[src/sv/stx_etx_lrc_frame_receiver_core_assert.svh]
// assertion macros for the stx/etx lrc frame receiver
`ifndef STX_ETX_LRC_FRAME_RECEIVER_CORE_ASSERT_SVH
`define STX_ETX_LRC_FRAME_RECEIVER_CORE_ASSERT_SVH

// same-cycle implication, checked outside reset
`define SELRX_ASSERT_NOW(lbl, clk, rst_n, ante, cons, msg) \
  lbl: assert property (@(posedge clk) disable iff (!rst_n) (ante) |-> (cons)) \
    else $error(msg);

// next-cycle implication, checked outside reset
`define SELRX_ASSERT_NEXT(lbl, clk, rst_n, ante, cons, msg) \
  lbl: assert property (@(posedge clk) disable iff (!rst_n) (ante) |=> (cons)) \
    else $error(msg);

`endif

[src/sv/selrx_pkg.sv]
// types and constants shared by the stx/etx lrc frame receiver
`default_nettype none

package selrx_pkg;

  localparam logic [7:0] CHAR_STX = 8'h02;
  localparam logic [7:0] CHAR_ETX = 8'h03;

  typedef enum logic [1:0] {
    CMD_START = 2'd0,
    CMD_BYTE  = 2'd1,
    CMD_TICK  = 2'd2,
    CMD_CLEAR = 2'd3
  } cmd_e;

  typedef enum logic [2:0] {
    ST_IDLE     = 3'd0,
    ST_BUSY     = 3'd1,
    ST_OK       = 3'd2,
    ST_TIMEOUT  = 3'd3,
    ST_OVERRUN  = 3'd4,
    ST_MISMATCH = 3'd5,
    ST_ABORT    = 3'd6
  } status_e;

  typedef enum logic [3:0] {
    PH_IDLE = 4'b0001,
    PH_HUNT = 4'b0010,
    PH_BODY = 4'b0100,
    PH_LRC  = 4'b1000
  } phase_e;

  typedef struct packed {
    cmd_e        command;
    logic        abort_pressed;
    logic [7:0]  rx_byte;
  } item_t;

  // first member sits in the top bits, so the packed order matches tdata
  typedef struct packed {
    logic [15:0] error_tally;
    logic [15:0] ok_tally;
    logic        send_nak;
    status_e     status;
    logic        byte_valid;
    logic [7:0]  byte_index;
    logic [7:0]  frame_byte;
  } result_t;

  localparam int unsigned ResultW = $bits(result_t);

endpackage

`default_nettype wire

[src/sv/selrx_engine.sv]
// frame state, lrc, timeout and tallies, updated once per item
`default_nettype none

module selrx_engine
  import selrx_pkg::*;
#(
  parameter int unsigned FRAME_SIZE = 256
) (
  input  wire logic       clk_i,
  input  wire logic       rst_ni,
  input  wire logic       cfg_we_i,
  input  wire logic [3:0] cfg_wdata_i,
  input  wire logic       fire_i,
  input  wire item_t      item_i,
  output result_t         result_o
);

  localparam int unsigned OfsW = $clog2(FRAME_SIZE);
  localparam logic [OfsW-1:0] OfsLast = OfsW'(FRAME_SIZE - 1);

  logic [3:0]      timeout_code_q;
  phase_e          phase_q, phase_d;
  logic [7:0]      lrc_q, lrc_d;
  logic [OfsW-1:0] ofs_q, ofs_d;
  logic [4:0]      tick_q, tick_d;
  logic [15:0]     good_q, good_d;
  logic [15:0]     bad_q, bad_d;
  logic            done;
  result_t         res;

  // timeout setting register
  always_ff @(posedge clk_i or negedge rst_ni) begin
    if (!rst_ni) begin
      timeout_code_q <= '0;
    end else if (cfg_we_i) begin
      timeout_code_q <= cfg_wdata_i;
    end
  end

  // next state and result for the item in the input register
  always_comb begin
    phase_d = phase_q;
    lrc_d   = lrc_q;
    ofs_d   = ofs_q;
    tick_d  = tick_q;
    good_d  = good_q;
    bad_d   = bad_q;
    done    = 1'b0;
    res     = '0;
    res.status = ST_BUSY;

    unique case (item_i.command)
      CMD_START: begin
        phase_d = PH_HUNT;
        lrc_d   = '0;
        ofs_d   = '0;
        tick_d  = '0;
      end
      CMD_CLEAR: begin
        good_d = '0;
        bad_d  = '0;
      end
      CMD_BYTE: begin
        if (phase_q != PH_IDLE) begin
          tick_d = '0;
          unique case (phase_q)
            PH_HUNT: begin
              if (item_i.rx_byte == CHAR_STX) begin
                res.frame_byte = item_i.rx_byte;
                res.byte_valid = 1'b1;
                lrc_d   = '0;
                ofs_d   = OfsW'(1);
                phase_d = PH_BODY;
              end
            end
            PH_BODY: begin
              res.frame_byte = item_i.rx_byte;
              res.byte_index = 8'(ofs_q);
              res.byte_valid = 1'b1;
              lrc_d = lrc_q ^ item_i.rx_byte;
              if (item_i.rx_byte == CHAR_ETX) begin
                phase_d = PH_LRC;
              end else if (ofs_q == OfsLast) begin
                // body filled the frame without etx
                res.status = ST_OVERRUN;
                if (bad_q != '1) bad_d = bad_q + 16'd1;
                done = 1'b1;
              end else begin
                ofs_d = ofs_q + OfsW'(1);
              end
            end
            PH_LRC: begin
              if (item_i.rx_byte == lrc_q) begin
                res.status = ST_OK;
                if (good_q != '1) good_d = good_q + 16'd1;
              end else begin
                res.status   = ST_MISMATCH;
                res.send_nak = 1'b1;
                if (bad_q != '1) bad_d = bad_q + 16'd1;
              end
              done = 1'b1;
            end
            default: ;
          endcase
        end
      end
      CMD_TICK: begin
        if (phase_q != PH_IDLE) begin
          if (item_i.abort_pressed) begin
            res.status = ST_ABORT;
            done = 1'b1;
          end else if (tick_q >= {timeout_code_q, 1'b1}) begin
            // limit is (code+1)*2 ticks
            res.status = ST_TIMEOUT;
            if (bad_q != '1) bad_d = bad_q + 16'd1;
            done = 1'b1;
          end else begin
            tick_d = tick_q + 5'd1;
          end
        end
      end
      default: ;
    endcase

    if (done) begin
      phase_d = PH_IDLE;
      tick_d  = '0;
    end else begin
      res.status = (phase_d == PH_IDLE) ? ST_IDLE : ST_BUSY;
    end

    res.ok_tally    = good_d;
    res.error_tally = bad_d;
  end

  // control state
  always_ff @(posedge clk_i or negedge rst_ni) begin
    if (!rst_ni) begin
      phase_q <= PH_IDLE;
      lrc_q   <= '0;
      ofs_q   <= '0;
      tick_q  <= '0;
      good_q  <= '0;
      bad_q   <= '0;
    end else if (fire_i) begin
      phase_q <= phase_d;
      lrc_q   <= lrc_d;
      ofs_q   <= ofs_d;
      tick_q  <= tick_d;
      good_q  <= good_d;
      bad_q   <= bad_d;
    end
  end

  assign result_o = res;

endmodule

`default_nettype wire

[src/sv/selrx_out_reg.sv]
// result register with stream handshake toward the consumer
`default_nettype none

module selrx_out_reg
  import selrx_pkg::*;
(
  input  wire logic    clk_i,
  input  wire logic    rst_ni,
  input  wire logic    load_i,
  input  wire result_t data_i,
  output logic         free_o,
  output logic         valid_o,
  input  wire logic    ready_i,
  output result_t      data_o
);

  logic    valid_q;
  result_t data_q;

  // register can take a result when empty or being drained this cycle
  assign free_o = !valid_q || ready_i;

  always_ff @(posedge clk_i or negedge rst_ni) begin
    if (!rst_ni) begin
      valid_q <= 1'b0;
    end else if (free_o) begin
      valid_q <= load_i;
    end
  end

  // payload
  always_ff @(posedge clk_i) begin
    if (free_o && load_i) begin
      data_q <= data_i;
    end
  end

  assign valid_o = valid_q;
  assign data_o  = data_q;

endmodule

`default_nettype wire

[src/sv/stx_etx_lrc_frame_receiver_core.sv]
// top level of the stx/etx lrc frame receiver
//
// Receives one STX/ETX framed response per start command: bytes before STX are
// dropped, STX and the body through ETX are echoed with their offset, the byte
// after ETX is checked against the XOR of the body through ETX, and ticks without
// bytes end the frame by timeout or abort. One item is accepted every clock cycle
// while the output is not stalled; each item goes through an input register and
// a result register, and its result is registered as the item moves from the
// input register into the result register, which is also when the frame state
// updates. Back-pressure from the output stalls both registers.
`default_nettype none

module stx_etx_lrc_frame_receiver_core
  import selrx_pkg::*;
#(
  parameter int unsigned FRAME_SIZE = 256
) (
  input  wire logic        clk_i,
  input  wire logic        rst_ni,
  // timeout setting
  input  wire logic        cfg_we_i,
  input  wire logic [3:0]  cfg_wdata_i,
  // input items
  input  wire logic        s_axis_tvalid,
  output logic             s_axis_tready,
  input  wire logic [15:0] s_axis_tdata,  // [7:0] rx_byte, [8] abort_pressed, rest zero
  input  wire logic [1:0]  s_axis_tuser,  // [1:0] command
  // result items
  output logic             m_axis_tvalid,
  input  wire logic        m_axis_tready,
  output logic [55:0]      m_axis_tdata   // [7:0] frame_byte, [15:8] byte_index,
                                          // [16] byte_valid, [19:17] status,
                                          // [20] send_nak, [36:21] ok_tally,
                                          // [52:37] error_tally, rest zero
);

  `include "stx_etx_lrc_frame_receiver_core_assert.svh"

  logic    in_valid_q;
  item_t   in_item_q;
  logic    out_free;
  logic    fire;
  result_t eng_res;
  result_t out_res;

  // item moves into the result stage when that stage has room
  assign fire          = in_valid_q && out_free;
  assign s_axis_tready = !in_valid_q || out_free;

  // input register
  always_ff @(posedge clk_i or negedge rst_ni) begin
    if (!rst_ni) begin
      in_valid_q <= 1'b0;
    end else if (s_axis_tready) begin
      in_valid_q <= s_axis_tvalid;
    end
  end

  always_ff @(posedge clk_i) begin
    if (s_axis_tready && s_axis_tvalid) begin
      in_item_q.command       <= cmd_e'(s_axis_tuser);
      in_item_q.abort_pressed <= s_axis_tdata[8];
      in_item_q.rx_byte       <= s_axis_tdata[7:0];
    end
  end

  selrx_engine #(
    .FRAME_SIZE (FRAME_SIZE)
  ) u_engine (
    .clk_i       (clk_i),
    .rst_ni      (rst_ni),
    .cfg_we_i    (cfg_we_i),
    .cfg_wdata_i (cfg_wdata_i),
    .fire_i      (fire),
    .item_i      (in_item_q),
    .result_o    (eng_res)
  );

  selrx_out_reg u_out_reg (
    .clk_i   (clk_i),
    .rst_ni  (rst_ni),
    .load_i  (in_valid_q),
    .data_i  (eng_res),
    .free_o  (out_free),
    .valid_o (m_axis_tvalid),
    .ready_i (m_axis_tready),
    .data_o  (out_res)
  );

  assign m_axis_tdata = {(56 - ResultW)'(0), out_res};

  // checks
  `SELRX_ASSERT_NOW(a_nak_only_on_mismatch, clk_i, rst_ni,
    m_axis_tvalid && out_res.send_nak, out_res.status == ST_MISMATCH, "nak without mismatch")
  `SELRX_ASSERT_NOW(a_echo_clean, clk_i, rst_ni,
    m_axis_tvalid && !out_res.byte_valid,
    out_res.frame_byte == 8'd0 && out_res.byte_index == 8'd0, "stale echo fields")
  `SELRX_ASSERT_NEXT(a_stall_keeps_input, clk_i, rst_ni,
    in_valid_q && m_axis_tvalid && !m_axis_tready, in_valid_q, "input stage lost an item")

endmodule

`default_nettype wire
[config.mk]
export PLATFORM = sky130hd
export DESIGN_NAME = stx_etx_lrc_frame_receiver_core
export DESIGN_NICKNAME = d
export VERILOG_FILES = /design/src/sv/selrx_pkg.sv /design/src/sv/selrx_engine.sv /design/src/sv/selrx_out_reg.sv /design/src/sv/stx_etx_lrc_frame_receiver_core.sv
export VERILOG_INCLUDE_DIRS = /design/src /design/src/sv
export SDC_FILE = /design/constraint.sdc
export NUM_CORES = 1
export LEC_CHECK = 0
export BUFFER_PORTS_ARGS = -buffer_cell sky130_fd_sc_hd__buf_4
export CORE_ASPECT_RATIO = 1.2
export CORE_MARGIN = 3
export CORE_UTILIZATION = 53
export CTS_BUF_LIST = sky130_fd_sc_hd__clkbuf_16
export CTS_CLUSTER_SIZE = 8
export DETAILED_ROUTE_END_ITERATION = 16
export PLACE_DENSITY = 0.74
export SLEW_MARGIN = 15
export SYNTH_ARGS = -nofsm -noshare
export SYNTH_HDL_FRONTEND = slang
export SYNTH_SLANG_ARGS = --single-unit
[constraint.sdc]
create_clock -name clk_i -period 3.1 [get_ports clk_i]
set_input_delay 0.155 -clock clk_i [delete_from_list [all_inputs] [get_ports clk_i]]
set_output_delay 0.155 -clock clk_i [all_outputs]
set_load 0.01 [all_outputs]
**Word-level counts from Yosys, hierarchy flattened**

Index checks and enable logic that the tools add are counted.

- Word-level logic and storage cells: 125
- Output and inout bits: 58
- Bits in latches: 0
- Memories kept: 0
- Bits of input ports: 27
- Register bits: 127
- Bits in read-only memories: 0
- Bits in writable memories: 0

- $lt $le $gt $ge: 1
- Shift-type cells: 0
- Reduce and logical (&&, ||, !) cells: 15
- Bitwise logic cells: 1
- Equality and inequality tests: 23
- Multiply operators: 0
- Multiplexer cells: 62
- Div/mod/pow operators: 0
- Add/sub/neg operators: 4

Operators by type and width:

| kind | number |
|---|---|
| $mux W16 | 12 |
| $pmux W8 S2 | 5 |
| $mux W8 | 8 |
| $pmux W16 S2 | 2 |
| $pmux W16 S3 | 1 |
| $add A16 B1 Y16 const B | 2 |
| $ne A16 B16 Y1 const B | 2 |
| $mux W5 | 5 |
| $mux W20 | 1 |
| $mux W3 | 6 |
| $eq A8 B2 Y1 const B | 2 |
| $mux W4 | 4 |
| $pmux W4 S2 | 2 |
| $pmux W5 S3 | 1 |
| $pmux W3 S2 | 2 |
| $mux W1 | 9 |
| $ne A3 B2 Y1 const B | 3 |
| $ne A3 B3 Y1 const B | 3 |
| $add A8 B1 Y8 const B | 1 |
| $eq A8 B8 Y1 | 1 |
| $eq A8 B8 Y1 const B | 1 |
| $xor A8 B8 Y8 | 1 |
| $reduce_and A7 Y1 | 1 |
| $ne A3 B1 Y1 const B | 2 |
| 22 further kinds | 29 |

**Longest topological paths before layout**

Gate-level depths: netlist of the first run.

- Depth in word-level cells: 8
- Mapped depth: 10

**Hierarchy**

A second synthesis of the first run with hierarchy kept.

- Cell total of the unflattened synthesis: 650
- Area total of the unflattened synthesis: 6,636.4 um2

Modules (own cells, without submodules):

| module | area an instance (um2) | cells an instance | times used | sequential area each (um2) |
|---|---|---|---|---|
| selrx_engine | 4,574.4 | 573 | 1 | 1,527.7 |
| selrx_out_reg | 1,645.3 | 57 | 1 | 1,616.6 |
| stx_etx_lrc_frame_receiver_core | 416.6 | 20 | 1 | 355.3 |

**Least setup slack after synthesis of the first run**

OpenSTA, ideal clock, no wires.

- Path type: reg-to-reg
- From: reg u_out_reg.valid_q, in the netlist u_out_reg.valid_o
- To: reg u_engine.phase_q[1]
- Cell stages (with the launch flop): 7
- Setup time: 0.238 ns
- Clock period less this slack: 3.237 ns
- Data arrival time: 2.999 ns
- Data required time: 2.862 ns
- Path slack: -0.137 ns
- Cell sequence: dfrtp_1 -> nand2b_1 -> nand2_1 -> inv_1 -> clkbuf_1 -> clkbuf_1 -> o221ai_1

- Word-level cells in the longest chain between the ends: 3

RTL lines:

| element | line | source |
|---|---|---|
| start: declaration | selrx_out_reg.sv:17 | `logic valid_q;` |
| start signal: assignment | selrx_out_reg.sv:27 | `valid_q <= load_i;` |
| $logic_not A1 Y1 | selrx_out_reg.sv:21 | `assign free_o = !valid_q \|\| ready_i;` |
| $logic_or A1 B1 Y1 | selrx_out_reg.sv:21 |  |
| $logic_and A1 B1 Y1 | stx_etx_lrc_frame_receiver_core.sv:47 | `assign fire = in_valid_q && out_free;` |
| net fire | stx_etx_lrc_frame_receiver_core.sv:42 | `logic fire;` |
| end signal: assignment | selrx_engine.sv:146 | `phase_q <= phase_d;` |
| end: declaration | selrx_engine.sv:22 | `phase_e phase_q, phase_d;` |

The timed path passes the listed nets, and every way through them passes these cells.
A chain may end at the register's enable or synchronous reset.

**Worst setup path in the final report of the first run**

- From: reg u_engine.phase_q[0]
- To: reg u_engine.bad_q[8]

- Word-level cells in the longest chain between the ends: 4
- Elaborated cells between the ends (all ways): 7
- Classes of those cells: 3 x eq/ne; 4 x mux

RTL lines:

| element | line | source |
|---|---|---|
| $eq A4 B4 Y1 / $eq A4 B3 Y1 (equally long branches) | selrx_engine.sv:66 | `unique case (phase_q)` |
| $pmux W16 S2 | selrx_engine.sv:66 |  |
| $mux W16 | selrx_engine.sv:64 | `if (phase_q != PH_IDLE) begin` |
| $pmux W16 S3 * | selrx_engine.sv:52 | `unique case (item_i.command)` |
| end signal: assignment | selrx_engine.sv:144 | `bad_q <= '0;` |
| end signal: assignment | selrx_engine.sv:151 | `bad_q <= bad_d;` |
| end: declaration | selrx_engine.sv:27 | `logic [15:0] bad_q, bad_d;` |

Every way passes the cells marked *; elsewhere a longest branch is shown, timed or not.

==> key figures, run 1 <==
Routing
  • Residual DRC: 0
  • Routed vias/inst: 6.17
  • Drt pass-1 iters: 6
  • Vias: 5,900
  • Iter 0 DRT Violations: 439
  • Routed WL: 16.2 mm
  • DRT antenna net count: 0
  • WL per Instance: 17.0 um

Global route
  • Total track usage: 0.239
  • GRT overflow: 0
  • Pin count of the biggest net entering global routing: 64
  • First-pass GRT wire length: approximately 27 mm
  • Antenna violations before repair: 0
  • Vias in the first global route: 5,622

Cells and area
  • Share of layout cells above drive strength 1: 0.177
  • Post-layout util: 0.673
  • P&R area growth vs syn: 21.2%
  • Antenna diode count: 0
  • Fillers: about 930
  • Cell area after layout: approximately 0.0083 sq mm
  • # nets final: 823

Timing
  • Setup TNS: 0 ns
  • Worst Tran Pin Value: 0.859 ns
  • Unrepaired setup endpoints after global routing: false
  • WHS: 0.0188 ns
  • Final Critical Period: about 2.7 ns
  • Final period util: 0.863
  • Headroom to the max-slew limit: 0.427
  • Finish-stage setup viols: 0
  • Final hold vios: 0
  • Slew Limit Fails: 0
  • Fmax achieved: ~370 MHz
  • Clock skew: 0.0105 ns

Clock tree
  • CTS Buf Count: 17
  • H-tree levels: 4
  • CTS tree: yes
  • CTS clock-pin slew for the worst setup and hold paths: 0.06 ns
  • CTS Sinks: 127
  • Root buf cell: clkbuf_16
  • CTS max path bufs: 2
  • Post-CTS Setup Repair Bufs: 0
  • Worst-Skew Late Latency: about 0.42 ns

Yosys
  • Compound-Gate Fraction of Synth Area: 0.201
  • Synth top area cells: edfxtp_1, dfrtp_1, o21ai_0
  • Seq cells post-synth: 127
  • Post-synth top area share: 0.280
  • Seq/Total Area, Yosys: 0.509
  • Mux cell area share after synthesis: 0.0120
  • Syn_area_per_cell: 9.92 sq um
  • Largest family of logic cells by synthesized area: compound AO/OA/AOI/OAI gates
  • Post-Synth XOR/XNOR Area: 0.0115
  • Post-synth EDFFs: 64
  • Yosys warns: 0
  • Synth cell types: 77
  • Mapped Cells: 693
  • Synthesized area: about 0.0069 sq mm
  • Dominant synthesized flop cell: edfxtp_1
  • Commonest cells post-synth: edfxtp_1, nand2_1, dfrtp_1, o21ai_0, nor2_1
  • Synth Area in Adders: 0.0237
  • Post-Synth Simple-Gate Area: 0.200
  • Area leader, netlist: edfxtp_1
  • Ys async rst share: 0.496

Worst setup path
  • Slowest stage delay, CP: about 0.62 ns
  • CP endpoint: u_engine.bad_q[8]
  • Worst setup path startpoint: u_engine.phase_q[0]
  • Slowest-stage cell, CP: dfstp_2
  • R2R Path Start: u_engine.phase_q[0]
  • Reg2Reg Capture Point: u_engine.bad_q[8]
  • Critical Path AT: ~3.0 ns
  • CP cell instances: nor4b_1, nor3_1, a21boi_0, a311o_1, buf_4, nor2_1, a221oi_1
  • Reg2Reg Setup Slack: roughly 0.42 ns
  • R2R depth: 7
  • Worst Path Max Fanout: 18
  • Setup crit end kind: flop
  • Kind of critical path: reg2reg
  • Req. time, crit path: 3.41 ns
  • CP Launch Type: flop

Pwr
  • P_leak: 3.28 nW
  • Worst VDD drop: 409 uV
  • PD cells: 530 mW/mm^2

Place
  • Port Buffers: 74
  • DP Area: 0.00754 sq mm
  • Final RePlAce weighted congestion: 0.878
  • DP HPWL: 10.6 mm

Min path
  • Min-Delay Path Class: in2reg

Flow run
  • Max Cap Viol: 0

Die
  • Die Y: 131 um
  • Row count: 44
  • Initial core utilization: 0.555
  • Die area: 0.0144 sq mm
  • Die width: 110 um
  • Core ar.: 0.0124 sq mm
  • IO Pins: 85

Status
  • Status: completed
worst min-delay path by stage:
stage	from	to	slack, ns	cells past startpoint
floorplan	rst_ni	in_valid_q	-0.14	0
global placement	rst_ni	u_engine.bad_q[3]	0.32	1
detailed placement	rst_ni	u_engine.bad_q[4]	0.33	1
CTS	m_axis_tready	u_out_reg.valid_o	0.01	3
global route	m_axis_tready	u_out_reg.valid_o	0.06	3
finish	m_axis_tready	u_out_reg.valid_o	0.02	3
logic make-up (layout without fill, tap and decap cells):
| group | count (synthesis) | in the layout |
|---|---|---|
| and+or+nand+nor | 261 | 261 |
| AOI/OAI and AO/OA | 209 | 209 |
| DFF | 127 | 127 |
| buffers and inverters | 65 | 166 |
| adders and majority gates | 13 | 13 |
| xor gates and xnor gates | 9 | 9 |
| muxes | 8 | 8 |
| other | 1 | 3 |
flip-flops by register name, indices dropped and copies added (netlist names):
register / cells
in_item_q: 11
in_valid_q: 1
u_engine.bad_q: 16
u_engine.good_q: 16
u_engine.lrc_q: 8
u_engine.ofs_q: 8
u_engine.phase_q: 4
u_engine.tick_q: 5
u_engine.timeout_code_q: 4
u_out_reg.data_o: 53
u_out_reg.valid_o: 1
critical path: cells and delay by family (launching register included):
| family | cells | cell delay [ns] |
|---|---|---|
| AND/OR/NAND/NOR | 3 | 0.81 |
| AO/OA/AOI/OAI | 3 | 0.90 |
| buffers and inverters | 1 | 0.23 |
| flip-flops | 1 | 0.62 |
placed cells by master (no fill, tap or decap), drive strengths merged, types with 10 or more instances in the layout:
cell | Yosys | final
buf | 22 | 89
nand2 | 64 | 64
edfxtp | 64 | 64
o21ai | 64 | 64
dfrtp | 62 | 62
nor2 | 52 | 52
nand3 | 42 | 42
a21oi | 37 | 37
and3 | 24 | 24
dlygate4sd3 | 0 | 24
inv | 21 | 23
a31oi | 19 | 19
nor3 | 19 | 19
nand4 | 18 | 18
clkbuf | 22 | 17
ha | 13 | 13
o211ai | 12 | 12
o31ai | 11 | 11
a211oi | 10 | 10
per-layer routing:
| layer | up-vias | GRT usage | part of all wire |
|---|---|---|---|
| met1 | 2889 | 0.315 | 0.43 |
| met2 | 183 | 0.384 | 0.50 |
| li1 | 2801 | - | - |
| met4 | 0 | 0.0976 | 0.019 |
| met5 | - | 0 | 0 |
| met3 | 27 | 0.0511 | 0.052 |
report_power, final:
part	leakage (nW)	internal (W)	switching (W)
clock network	0.258	0.00109	0.000747
registers	1.45	0.00191	0.000124
logic	1.58	0.000229	0.000308
final cells by class:
type	instances	area [sq um]	share of cell area
clock buffers	17	425	0.0511
clock inverters	15	121	0.0146
inverters	21	78.8	0.00946
multi-input cells	503	3100	0.372
flip-flops and latches	127	3500	0.420
well taps	161	201	0.0242
repair buffers	113	908	0.109
timing repair:
action | CTS | global route
hold endpoints to repair | 78 | 0
hold buffers | 24 | 0
resized for setup | 0 | 0
metrics by stage:
step	setup slack (ns)	std cells	power [W]
2_1_floorplan	0.805	695	0.00236
3_3_place_gp	0.526	901	0.00255
3_5_place_dp	0.422	901	0.00257
4_1_cts	0.437	957	0.00443
5_1_grt	0.166	957	0.00459
6_report	0.424	957	0.00441
No activity file was read; power rests on OpenSTA's default activity.
==> run 2: changes to the inputs <==
--- a/config.mk
+++ b/config.mk
@@ -8,7 +8,7 @@
 export LEC_CHECK = 0
 export BUFFER_PORTS_ARGS = -buffer_cell sky130_fd_sc_hd__buf_4
 export CORE_ASPECT_RATIO = 1.2
-export CORE_MARGIN = 3
+export CORE_MARGIN = 10
 export CORE_UTILIZATION = 53
 export CTS_BUF_LIST = sky130_fd_sc_hd__clkbuf_16
 export CTS_CLUSTER_SIZE = 8
==> run 2 against run 1 <==
Net effect: die area is 25% higher; critical path type unchanged; cell area is 0.14% lower; sequential power hardly changed; worst hold slack better by 0.010 ns; clock power hardly changed; clock-buffer cell count stayed put; worst setup slack worse by 0.061 ns.
==> key figures, run 2 (same netlist as run 1, synthesis figures left out) <==
Status
  • Status: completed

Timing
  • Worst Tran Pin Value: 0.877 ns
  • Slew Limit Fails: 0
  • Unrepaired setup endpoints after global routing: false
  • Headroom to the max-slew limit: 0.415
  • Setup TNS: 0 ns
  • Clock skew: ~0.0077 ns
  • Finish-stage setup viols: 0
  • Final period util: 0.883
  • Final Critical Period: 2.74 ns
  • Final hold vios: 0
  • Fmax achieved: roughly 370 MHz

Cells and area
  • Share of layout cells above drive strength 1: 0.166
  • Storage cell area: 0.00350 sq mm
  • Cell area after layout: between 0.008 and 0.009 sq mm
  • Fillers: a little under 1,000
  • Area of the multi-input gates: 0.00310 sq mm
  • P&R area growth vs syn: 21.0%
  • Most common cell after layout, fill and taps aside: buf_4
  • Antenna diode count: 0
  • Post-Layout Cell Count: 957
  • Max reg flops: 53
  • Post-layout util: 0.657
  • Most frequent cells in the layout: buf_4, nand2_1, edfxtp_1
  • # nets final: 820

Die
  • IO Pins: 85
  • Die width: 124 um
  • Die Y: between 100 and 150 um
  • Initial core utilization: 0.543
  • Row count: 45
  • Core ar.: 0.0127 sq mm
  • Die area: 0.0179 sq mm

Routing
  • Drt pass-1 iters: 7
  • Iter 0 DRT Violations: 540
  • Residual DRC: 0
  • DRT antenna net count: 0
  • Vias: 5,907
  • WL per Instance: 17.6 um
  • Routed vias/inst: between 6 and 7
  • Routed WL: 16.8 mm

Global route
  • Pin count of the biggest net entering global routing: 82
  • Total track usage: 0.191
  • Antenna violations before repair: 0
  • GRT overflow: 0
  • First-pass GRT wire length: between 20 and 30 mm
  • Vias in the first global route: roughly 5,600

Clock tree
  • CTS max path bufs: 2
  • Root buf cell: clkbuf_16
  • H-tree levels: 4
  • CTS tree: yes
  • CTS Buf Count: 17
  • CTS Sinks: 127
  • Worst-Skew Late Latency: 0.41 ns
  • Post-CTS Setup Repair Bufs: 0
  • Post-CTS sizing: 0
  • Hold-fix buffers, CTS: 24
  • CTS clock-pin slew for the worst setup and hold paths: approximately 0.05 ns

Worst setup path
  • Critical path buffer and inverter count: 1
  • R2R Path Start: u_engine.tick_q[1]
  • CP Launch Type: flop
  • Critical Path AT: 3.06 ns
  • Req. time, crit path: 3.42 ns
  • Largest delay contributor family on the critical path: compound AO/OA/AOI/OAI gates
  • Worst setup path startpoint: u_engine.tick_q[1]
  • Setup crit end kind: flop
  • CP cell instances: ha_1, a211oi_1, o21bai_1, a211oi_2, buf_4, nand4_1, or4b_1, o211ai_1
  • Kind of critical path: reg2reg
  • Slowest-stage cell, CP: or4b_1
  • Worst Path Max Fanout: 8
  • Slowest stage delay, CP: 0.48 ns

Place
  • DP HPWL: 10.9 mm
  • DP Area: between 0.007 and 0.008 sq mm
  • Port Buffers: 74
  • Final RePlAce weighted congestion: roughly 0.9
  • DP Cell Count: roughly 900

Flow run
  • Max Cap Viol: 0

Pwr
  • Final Power: 0.00441 W
  • Worst VDD drop: 342 uV
  • PD cells: 530 mW/mm^2
  • P_leak: 3.30 nW

Min path
  • Min-Delay Path Class: in2reg
  • Worst hold start: m_axis_tready
run 2: cell count changes in the layout (fill, tap and decap cells not counted):
cell,previous run,this run
inv_6,2,0
inv_1,20,26
clkinvlp_4,4,1
buf_4,89,85
bufinv_16,1,2
buf_12,0,1
clkinv_4,2,0
run 2: worst paths after layout:
path                                            to  slack, ns  depth (start not counted)
worst max-delay path            u_engine.tick_q[3]       0.36                          8
worst min-delay path             u_out_reg.valid_o       0.03                          3
worst max register to register  u_engine.tick_q[3]       0.36                          8
worst min register to register   u_out_reg.valid_o       0.50                          1
max in group asynchronous       u_engine.tick_q[0]       2.12                          2
min in group asynchronous        u_engine.bad_q[4]       0.39                          2
run 2: per-stage QoR:
step | hold slack [ns] | setup WS (ns)
after global routing | 0.0801 | 0.184
after CTS | 0.0232 | 0.442
after detailed placement | 0.324 | 0.488
after global placement | 0.319 | 0.502
final | 0.0289 | 0.363
after floorplan | -0.141 | 0.805
run 2: layer usage:
| metal | vias up | track usage | wire, um |
|---|---|---|---|
| li1 | 2802 | - | - |
| met1 | 2823 | 0.237 | 7000 |
| met2 | 249 | 0.321 | 8450 |
| met3 | 33 | 0.0419 | 1100 |
| met4 | 0 | 0.0674 | 280 |
| met5 | - | 0 | 0 |
run 2: cell type report:
| type | count | area share |
|---|---|---|
| Clock buffer | 17 | 0.0511 |
| Timing Repair Buffer | 110 | 0.108 |
| Clock inverter | 15 | 0.0140 |
| Inverter | 21 | 0.00948 |
| Multi-Input combinational cell | 503 | 0.372 |
| Sequential cell | 127 | 0.421 |
| Tap cell | 164 | 0.0247 |
run 2: power breakdown:
part           leakage [nW]  total [W]  switching [W]  internal [W]
clock network         0.286    0.00183       0.000682       0.00115
logic                  1.57   0.000542       0.000311      0.000231
registers              1.45    0.00204       0.000124       0.00192
run 2: worst min-delay path, delay by kind of cell:
kind / cells / cell delay [ns]
and+or+nand+nor: 2 / 0.17
buffers and inverters: 1 / 0.08
==> run 3: changes to the inputs <==
--- a/config.mk
+++ b/config.mk
@@ -9,12 +9,13 @@
 export BUFFER_PORTS_ARGS = -buffer_cell sky130_fd_sc_hd__buf_4
 export CORE_ASPECT_RATIO = 1.2
 export CORE_MARGIN = 10
-export CORE_UTILIZATION = 53
+export CORE_UTILIZATION = 63
 export CTS_BUF_LIST = sky130_fd_sc_hd__clkbuf_16
 export CTS_CLUSTER_SIZE = 8
 export DETAILED_ROUTE_END_ITERATION = 16
-export PLACE_DENSITY = 0.74
+export PLACE_DENSITY = 0.83
 export SLEW_MARGIN = 15
 export SYNTH_ARGS = -nofsm -noshare
 export SYNTH_HDL_FRONTEND = slang
+export SYNTH_HIERARCHICAL = 1
 export SYNTH_SLANG_ARGS = --single-unit
==> constraint.sdc (replaced) <==
create_clock -name clk_i -period 3.37 [get_ports clk_i]
set_input_delay 0.1685 -clock clk_i [delete_from_list [all_inputs] [get_ports clk_i]]
set_output_delay 0.1685 -clock clk_i [all_outputs]
set_load 0.01 [all_outputs]
==> run 3 against run 2 <==
Net effect: final cell count is 7.3% lower; die area is 16% lower; flip-flop and latch count stayed put; clock-buffer cell count stayed put; clock skew hardly changed; critical path depth is 2 lower; cell area is 3.0% lower; total power is 8.8% lower; critical path type unchanged; highest routed layer unchanged.
==> key figures, run 3 <==
Timing
  • Headroom to the max-slew limit: 0.329
  • Slew Limit Fails: 0
  • Finish-stage setup viols: 0
  • Clock skew: 0.00731 ns
  • Setup ws final: 0.543 ns
  • Unrepaired setup endpoints after global routing: false
  • Final hold vios: 0
  • Final period util: 0.839
  • Fmax achieved: between 300 and 400 MHz
  • Final Critical Period: 2.83 ns
  • Setup TNS: 0 ns
  • Worst Tran Pin Value: between 1 and 1.5 ns

Worst setup path
  • Most used cell, CP: nand3_1
  • R2R Path Start: in_item_q[3]
  • Worst setup path startpoint: in_item_q[3]
  • Kind of critical path: reg2reg
  • Slowest-stage cell, CP: nor3b_1
  • R2R depth: 6
  • CP Launch Type: flop
  • Req. time, crit path: 3.52 ns
  • CP cell instances: nor3b_1, nand3_1, nand4_1, nand3_1, and3_1, a221o_1
  • Largest delay contributor family on the critical path: simple AND/OR/NAND/NOR gates
  • Worst Path Max Fanout: 11
  • CP endpoint: u_out_reg/data_o[47]
  • Critical Path AT: 2.98 ns
  • Setup crit end kind: flop
  • Reg2Reg Setup Slack: 0.54 ns
  • Critical path buffer and inverter count: 0
  • Cell count along the critical path: 6
  • Reg2Reg Capture Point: u_out_reg/data_o[47]
  • Slowest stage delay, CP: 0.55 ns

Die
  • Die width: 114 um
  • Initial core utilization: 0.637
  • Die area: 0.0151 sq mm
  • Row count: 41
  • IO Pins: 85
  • Core ar.: 0.0104 sq mm
  • Die Y: roughly 130 um

Clock tree
  • Root buf cell: clkbuf_16
  • CTS max path bufs: 2
  • CTS Buf Count: 17
  • H-tree levels: 4
  • Worst-Skew Late Latency: 0.41 ns
  • CTS Sinks: 127
  • CTS tree: yes
  • CTS clock-pin slew for the worst setup and hold paths: ~0.050 ns

Cells and area
  • Fillers: 649
  • Most frequent cells in the layout: buf_4, edfxtp_1, dfrtp_1
  • Most common cell after layout, fill and taps aside: buf_4
  • Antenna diode count: 0
  • Max reg flops: 53
  • Share of layout cells above drive strength 1: 0.170
  • P&R area growth vs syn: 21.6%
  • Post-Layout Cell Count: 887
  • # nets final: a little under 800

Global route
  • First-pass GRT wire length: between 20 and 30 mm
  • GRT overflow: 0
  • Vias in the first global route: 5,687
  • Pin count of the biggest net entering global routing: 64
  • Antenna violations before repair: 0
  • Total track usage: 0.223

Yosys
  • Most common cell in the netlist: edfxtp_1
  • Synth cell types: 70
  • Seq cells post-synth: about 130
  • Post-synth top area share: 0.290
  • Post-synth EDFFs: 64
  • Dominant synthesized flop cell: edfxtp_1
  • Mapped Cells: 650
  • Synthesized area: 0.00664 sq mm
  • Area leader, netlist: edfxtp_1
  • Commonest cells post-synth: edfxtp_1, dfrtp_1, nand2_1
  • Syn_area_per_cell: 10.2 sq um
  • Ys async rst share: 0.496
  • Synth top area cells: edfxtp_1, dfrtp_1, o21ai_0
  • Seq/Total Area, Yosys: 0.527
  • Yosys warns: 6

Routing
  • Drt pass-1 iters: 5
  • WL per Instance: around 19 um
  • Iter 0 DRT Violations: around 540
  • Residual DRC: 0
  • Routed vias/inst: 6.52
  • Vias: 5,779
  • Routed WL: 16.8 mm
  • DRT antenna net count: 0

Place
  • Port Buffers: 74
  • DP Cell Count: 834
  • DP HPWL: about 11 mm
  • Place WS: 0.675 ns
  • Final RePlAce weighted congestion: 0.910

Pwr
  • PD cells: 499 mW/mm^2
  • P_leak: about 3.5 nW
  • Worst VDD drop: approximately 380 uV

Flow run
  • Max Cap Viol: 0

Status
  • Status: completed

Min path
  • Min-Delay Path Class: in2reg
## run 3: cell count changes in the layout (fill, tap and decap cells not counted), moves of 9 or more
cell     before  now
and3_1       24   36
a31oi_1      18   34
nor3_1       17    8
a21oi_1      36   26
nor2_1       52   39
## run 3: area by class of cell
| class | instances | area (sq um) | area share |
|---|---|---|---|
| Clock inverter | 15 | 140 | 0.0174 |
| Timing Repair Buffer | 107 | 856 | 0.106 |
| Multi-Input combinational cell | 466 | 2890 | 0.358 |
| Sequential cell | 127 | 3500 | 0.434 |
| Clock buffer | 17 | 425 | 0.0527 |
| Inverter | 26 | 97.6 | 0.0121 |
| Tap cell | 129 | 161 | 0.0200 |
## run 3: kinds of logic (layout without fill, tap and decap cells)
group,count (synthesis),count (layout),share of synthesized area
buffers and inverters,59,165,0.0386
AOI/OAI and AO/OA,180,180,0.172
xor gates and xnor gates,11,11,0.0145
muxes,9,9,0.0138
adders and majority gates,13,13,0.0245
other,1,3,0.000565
and+or+nand+nor,250,250,0.208
DFF,127,127,0.527
## run 3: per-layer routing
layer | wire length, um | part of all wire | GRT usage
met5 | 0 | 0 | 0
met3 | 1390 | 0.083 | 0.0611
met1 | 6490 | 0.39 | 0.262
met4 | 360 | 0.021 | 0.0904
met2 | 8570 | 0.51 | 0.374
## run 3: worst min path at each step
stage | to | slack, ns | cells past startpoint | startpoint
floorplan | in_valid_q | -0.13 | 0 | rst_ni
global placement | u_engine/bad_q[5] | 0.32 | 1 | rst_ni
detailed placement | u_engine/bad_q[4] | 0.32 | 1 | rst_ni
CTS | u_out_reg/valid_o | 0.04 | 3 | m_axis_tready
global route | u_out_reg/valid_o | 0.04 | 3 | m_axis_tready
finish | u_out_reg/valid_o | 0.05 | 3 | m_axis_tready
## run 3: repair_timing
action                    CTS  global route
hold endpoints to repair   78             0
hold buffers               21             0
setup buffers               0             0
resized for setup           0             0
## run 3: report_power, final
part / total, W / leakage, nW / internal, W / switching (W)
combinational: 0.000435 / 1.68 / 0.000184 / 0.000251
clock: 0.00177 / 0.299 / 0.00113 / 0.000633
sequential: 0.00182 / 1.47 / 0.00174 / 0.0000852
## run 3: per-stage QoR
stage	hold WS, ns	power, W	utilization	area [sq um]
floorplan	-0.127	0.00208	-	6640
global placement	0.319	0.00224	0.700	7290
detailed placement	0.325	0.00225	0.700	7290
CTS	0.0393	0.00403	0.775	8070
global route	0.0404	0.00417	0.775	8070
finish	0.0460	0.00403	0.775	8070
## run 3: worst register-to-register path, delay by kind of cell, from the launching register on
kind	cells	cell delay, ns
AND/OR/NAND/NOR	5	1.82
flip-flops	1	0.47
AO/OA/AOI/OAI	1	0.27
